==> src/hw/rtl/spq_pkg.sv <==
package spq_pkg;

	localparam int CAPACITY = 16;
	localparam int CNT_W    = $clog2(CAPACITY + 1);

	localparam logic ACT_ENQUEUE = 1'b0;
	localparam logic ACT_DEQUEUE = 1'b1;

	typedef struct packed {
		logic       action;
		logic [7:0] task_handle;
		logic [7:0] task_priority;
	} spq_req_t;

	typedef struct packed {
		logic       was_empty;
		logic       overflow;
		logic       got_task;
		logic [7:0] out_handle;
		logic [7:0] out_priority;
	} spq_rsp_t;

	typedef struct packed {
		logic load;
		logic exec;
	} spq_cmd_t;

endpackage

==> src/hw/rtl/spq_ctrl.sv <==
module spq_ctrl import spq_pkg::*; (
	input  logic     clk,
	input  logic     arst_n,
	input  logic     start,
	output logic     busy,
	output logic     done,
	output spq_cmd_t cmd
);

	localparam logic ST_IDLE = 1'b0;
	localparam logic ST_EXEC = 1'b1;

	logic state_q;
	logic done_q;

	always_ff @(posedge clk or negedge arst_n) begin
		if (!arst_n) begin
			state_q <= ST_IDLE;
			done_q  <= 1'b0;
		end else begin
			done_q <= (state_q == ST_EXEC);
			case (state_q)
				ST_IDLE: begin
					if (start) state_q <= ST_EXEC;
				end
				ST_EXEC: begin
					state_q <= ST_IDLE;
				end
				default: begin
					state_q <= ST_IDLE;
				end
			endcase
		end
	end

	always_comb begin
		cmd.load = (state_q == ST_IDLE) && start;
		cmd.exec = (state_q == ST_EXEC);
	end

	assign busy = (state_q == ST_EXEC);
	assign done = done_q;

endmodule

==> src/hw/rtl/spq_datapath.sv <==
module spq_datapath import spq_pkg::*; (
	input  logic     clk,
	input  logic     arst_n,
	input  spq_cmd_t cmd,
	input  spq_req_t request,
	output spq_rsp_t result
);

	spq_req_t         req_q;
	spq_rsp_t         rsp_q;
	logic [7:0]       hnd_q [CAPACITY];
	logic [7:0]       pri_q [CAPACITY];
	logic [CNT_W-1:0] count_q;

	logic [CAPACITY-1:0] ge;
	logic [7:0]          hnd_d [CAPACITY];
	logic [7:0]          pri_d [CAPACITY];
	spq_rsp_t            rsp_d;
	logic                is_empty;
	logic                is_full;

	assign is_empty = (count_q == '0);
	assign is_full  = (count_q == CNT_W'(CAPACITY));

	// Cells whose stored priority is the same or higher stay put; the list is
	// sorted, so these form a prefix and the new entry lands right after it.
	always_comb begin
		for (int i = 0; i < CAPACITY; i++) begin
			ge[i] = (CNT_W'(i) < count_q) && (pri_q[i] >= req_q.task_priority);
		end
		for (int i = 0; i < CAPACITY; i++) begin
			hnd_d[i] = hnd_q[i];
			pri_d[i] = pri_q[i];
			if (req_q.action == ACT_DEQUEUE) begin
				if (i < CAPACITY - 1) begin
					hnd_d[i] = hnd_q[(i == CAPACITY - 1) ? i : i + 1];
					pri_d[i] = pri_q[(i == CAPACITY - 1) ? i : i + 1];
				end
			end else if (!ge[i]) begin
				if (i == 0 || ge[(i == 0) ? 0 : i - 1]) begin
					hnd_d[i] = req_q.task_handle;
					pri_d[i] = req_q.task_priority;
				end else begin
					hnd_d[i] = hnd_q[(i == 0) ? 0 : i - 1];
					pri_d[i] = pri_q[(i == 0) ? 0 : i - 1];
				end
			end
		end
	end

	always_comb begin
		rsp_d = '0;
		if (req_q.action == ACT_ENQUEUE) begin
			rsp_d.overflow  = is_full;
			rsp_d.was_empty = is_empty;
		end else if (!is_empty) begin
			rsp_d.got_task     = 1'b1;
			rsp_d.out_handle   = hnd_q[0];
			rsp_d.out_priority = pri_q[0];
		end
	end

	always_ff @(posedge clk) begin
		if (cmd.load) req_q <= request;
		if (cmd.exec) begin
			rsp_q <= rsp_d;
			if ((req_q.action == ACT_ENQUEUE && !is_full) ||
			    (req_q.action == ACT_DEQUEUE && !is_empty)) begin
				for (int i = 0; i < CAPACITY; i++) begin
					hnd_q[i] <= hnd_d[i];
					pri_q[i] <= pri_d[i];
				end
			end
		end
	end

	always_ff @(posedge clk or negedge arst_n) begin
		if (!arst_n) begin
			count_q <= '0;
		end else if (cmd.exec) begin
			if (req_q.action == ACT_ENQUEUE && !is_full) count_q <= count_q + 1'b1;
			else if (req_q.action == ACT_DEQUEUE && !is_empty) count_q <= count_q - 1'b1;
		end
	end

	assign result = rsp_q;

endmodule

==> src/hw/rtl/stable_priority_queue_top.sv <==
// Each request accepted while idle is captured, then executed; its result is
// registered onto the result ports, with done high, for exactly one cycle.
// A start while busy is ignored. Busy is high in the execute cycle, in which
// the whole chain shifts or inserts at once, unless full or empty blocks it.
// Reset (arst_n low, asynchronous) empties the queue; cell contents are not
// cleared. The receiver cannot stall: each result is taken as it appears.
module stable_priority_queue_top import spq_pkg::*; (
	input  logic     clk,
	input  logic     arst_n,
	input  logic     start,
	output logic     busy,
	input  spq_req_t request,
	output logic     done,
	output spq_rsp_t result
);

	spq_cmd_t cmd;

	// Sequence each request: capture it, then execute on the cell chain.
	spq_ctrl u_ctrl (
		.clk    (clk),
		.arst_n (arst_n),
		.start  (start),
		.busy   (busy),
		.done   (done),
		.cmd    (cmd)
	);

	// Hold the sorted cells, the fill count and the registered result.
	spq_datapath u_datapath (
		.clk     (clk),
		.arst_n  (arst_n),
		.cmd     (cmd),
		.request (request),
		.result  (result)
	);

endmodule
==> config.mk <==
export PLATFORM = sky130hd
export DESIGN_NAME = stable_priority_queue_top
export DESIGN_NICKNAME = d
export VERILOG_FILES = /design/src/hw/rtl/spq_pkg.sv /design/src/hw/rtl/spq_ctrl.sv /design/src/hw/rtl/spq_datapath.sv /design/src/hw/rtl/stable_priority_queue_top.sv
export SDC_FILE = /design/constraint.sdc
export NUM_CORES = 1
export LEC_CHECK = 0
export ABC_CLOCK_PERIOD_IN_PS = 6700
export BUFFER_PORTS_ARGS = -buffer_cell sky130_fd_sc_hd__buf_2
export CAP_MARGIN = 15
export CORE_ASPECT_RATIO = 1.2
export CORE_MARGIN = 4
export CORE_UTILIZATION = 30
export DETAILED_ROUTE_END_ITERATION = 10
export GPL_ROUTABILITY_DRIVEN = 0
export RECOVER_POWER = 100
export SYNTH_ARGS = -nofsm -noshare
export SYNTH_HDL_FRONTEND = slang
export SYNTH_HIERARCHICAL = 1
export SYNTH_SLANG_ARGS = --single-unit
==> constraint.sdc <==
create_clock -name clk -period 6.7 [get_ports clk]
set_input_delay 0.67 -clock clk [delete_from_list [all_inputs] [get_ports clk]]
set_output_delay 0.67 -clock clk [all_outputs]
set_load 0.01 [all_outputs]
==> results.txt <==
Outcome: finished with violations
Failing checks: max-capacitance violations, max-slew violations
Clock power share: 31.2%
Max_cap viols: 4
Dpl ws: 2.67 ns
Total Nets Final: 1838
Setup TNS Final: 0 ns
Core ar.: 0.0596 mm^2
RSZ-0062 raised after global routing: no
H-tree Lvls: 2
Chip width: 232 um
Post-synthesis compound-gate area fraction: 23.0%
Initial DRC Count: 1768
Number of enable flip-flop cells after synthesis: 292
Total power per unit cell area: 312 mW/mm^2
Vias after detailed routing: 14700
Synthesized net count: 1844
Layout Cells excl Fill: 2512
Most frequent cell after synthesis: edfxtp_1
Number of synthesized register bits: 299
Min Tclk post-route: 5.18 ns
Main synth FF type: edfxtp_1
Worst vdd ir: 0.000151 V
Type of the worst setup path: flop to flop
Syn avg cell area: 10.6 um^2
First-pass GRT wire length: 90300 um
Setup WS post-layout: 1.52 ns
Combinational share of power: 25.4%
Filler cells: 6062
Initial antenna violation count: 0
Largest net degree at the start of global routing: 148
Net Sw Frac: 33.6%
Combinational family with the most area after synthesis: compound AO/OA/AOI/OAI gates
Via/cell ratio: 5.85
Clock Sinks: 299
Slew Viols, Final: 109
Area Growth Syn to Fin: 10.8%
Number of global-route vias before repair: 14400
Die Ht: 276 um
Wire length per cell: 24.1 um
CP startpoint kind: flop
CTS Buf Count: 36
Synth top area share: 48.7%
Worst hold-check path type: primary input to flop
Xor/xnor share of the synthesized area: 0.243%
Final Power: 0.00623 W
Starting Density: 30.2%
# DRC: 0
Arr. time, crit path: 5.48 ns
Worst setup EP type: flop
FFs w/ async S/R, synth: 2.34%
Sequential-to-total area share from yosys stat: 49.6%
Yosys top cell by area: edfxtp_1
Sequential power share: 43.4%
Area contributors post-synth: edfxtp_1, ha_1, o21ai_0
Post-synthesis mux area share: 1.06%
CTS Hold Bufs: 1
Crit-path max FO: 147
Setup violations, final: 0
PortBufs: 40
N_diodes: 0
CTS tree: done
Required @ worst endpoint: 7.00 ns
ANT nets after route: 0
Commonest cells post-synth: edfxtp_1, nand2_1, o21ai_0
Period utilization: 77.3%
GRT Total Usage: 18.3%
Post-synthesis cell type count: 70
Worst-Margin Slew: 2.49 ns
Root Buffer: clkbuf_16
Final WL: 60600 um
Clock slew at reported path FFs: 0.06 ns
FMAX: 193 MHz
Die ar.: 0.0641 mm^2
Inst Count DP: 2447
Post-CTS Setup Inserts: 0
Drt pass-1 iters: 7
Worst r2r path cells: 5
FP Rows: 98
Cells after Synth: 1692
Maximum root-to-sink buffer count: 3
Max_slew headroom: -65.8%
IO Pins: 41
Worst clock skew: 0.0319 ns
Layout cells sized above 1: 8.47%
NetSw: 0.00209 W
Hold Path Stages: 1
Post-synthesis simple-gate area fraction: 11.4%
Global route overflow: 0
CTS resizes: 0
Hpwl dp: 42500 um
P_int: 0.00414 W
Hold Vio Cnt, Final: 0
Yosys warning total: 6
Cell Area, Synth: 0.0180 mm^2
Skew-Pair Late Insertion Delay: 0.57 ns
P_leak: 7.09 nW
Synth Area in Adders: 9.17%
flip-flops by register name, summed over array words and instances, names as in the netlist:
signal,flops
u_datapath/hnd_q,128
u_datapath/pri_q,128
u_ctrl/done,1
u_datapath/result,19
u_datapath/count_q,5
u_ctrl/busy,1
u_datapath/req_q,17
cell usage in the layout, fill, tap and decap left out, drive strengths merged, types with 4 or more instances in the layout:
cell type  Yosys  routed
clkinv         0      11
o2111ai        8       8
nor3           8       8
nor2          22      22
inv           94      93
a2bb2oi       16      16
o221ai        43      43
o311ai        69      69
buf           53      50
a211o          7       7
nand3        115     115
a211oi         4       4
a21o          12      12
edfxtp       292     292
and2          32      32
clkbuf        85      91
mux2          16      16
nand2        234     234
nor2b         10      10
o31a          36      36
o32a          18      18
a21oi         35      35
a32oi         48      48
a221oi         9       9
o21ai        210     210
dfrtp          7       7
a21boi         9       9
ha           132     132
nand2b        15      15
a31oi          9       9
layer usage:
metal	vias to the layer above	track usage [%]	routed length (um)
li1	6537	-	-
met1	7157	22.8	23500
met2	805	29.9	28300
met3	192	3.56	5270
met4	0	9.37	3510
met5	-	0	0
worst max-delay path, stage by stage (launching register included):
cell and delay (ns):
edfxtp_1 0.41, buf_12 0.25, clkinvlp_2 0.70, clkbuf_1 1.81, a21boi_0 1.09, buf_4 0.48
area by class of cell:
type / instances / area [um^2] / share of cell area, %
flip-flops and latches: 299 / 8940 / 44.8
clock buffers: 48 / 988 / 4.95
repair buffers: 94 / 532 / 2.66
multi-input cells: 1161 / 7990 / 40.0
clock inverters: 16 / 168 / 0.839
inverters: 94 / 354 / 1.77
well taps: 800 / 1000 / 5.01
stage by stage:
step / instance area (um^2) / hold WS [ns] / utilization, %
after floorplan: 18000 / 0.374 / -
after global placement: 19100 / 0.519 / 32.0
after detailed placement: 19100 / 0.523 / 32.0
after CTS: 20200 / 0.265 / 34.0
after global routing: 20000 / 0.280 / 33.5
final: 20000 / 0.292 / 33.5
power groups by stage:
stage	clock network [W]	logic, W	registers [W]
final	0.00195	0.00158	0.00270
after global routing	0.00206	0.00174	0.00273
after CTS	0.00198	0.00162	0.00269
after detailed placement	0	0.00161	0.00273
after global placement	0	0.00158	0.00272
after floorplan	0	0.00120	0.00260
worst paths after layout:
check                                             start                       to  slack [ns]
worst min register to register  u_datapath/hnd_q[1][62]  u_datapath/hnd_q[1][54]        0.54
min in group asynchronous                        arst_n    u_datapath/count_q[1]        0.57
worst max-delay path               u_datapath/req_q[16]  u_datapath/hnd_q[0][23]        1.52
worst min-delay path                        request[11]     u_datapath/req_q[11]        0.29
max in group asynchronous                        arst_n              u_ctrl/done        5.83
worst max register to register     u_datapath/req_q[16]  u_datapath/hnd_q[0][23]        1.52
cell families after synthesis:
logic type,Yosys count
AOI/OAI and AO/OA,556
and+or+nand+nor,451
DFF,299
buffers and inverters,232
adders and majority gates,132
muxes,17
xor gates and xnor gates,5
(Power assumes the default switching activity.)
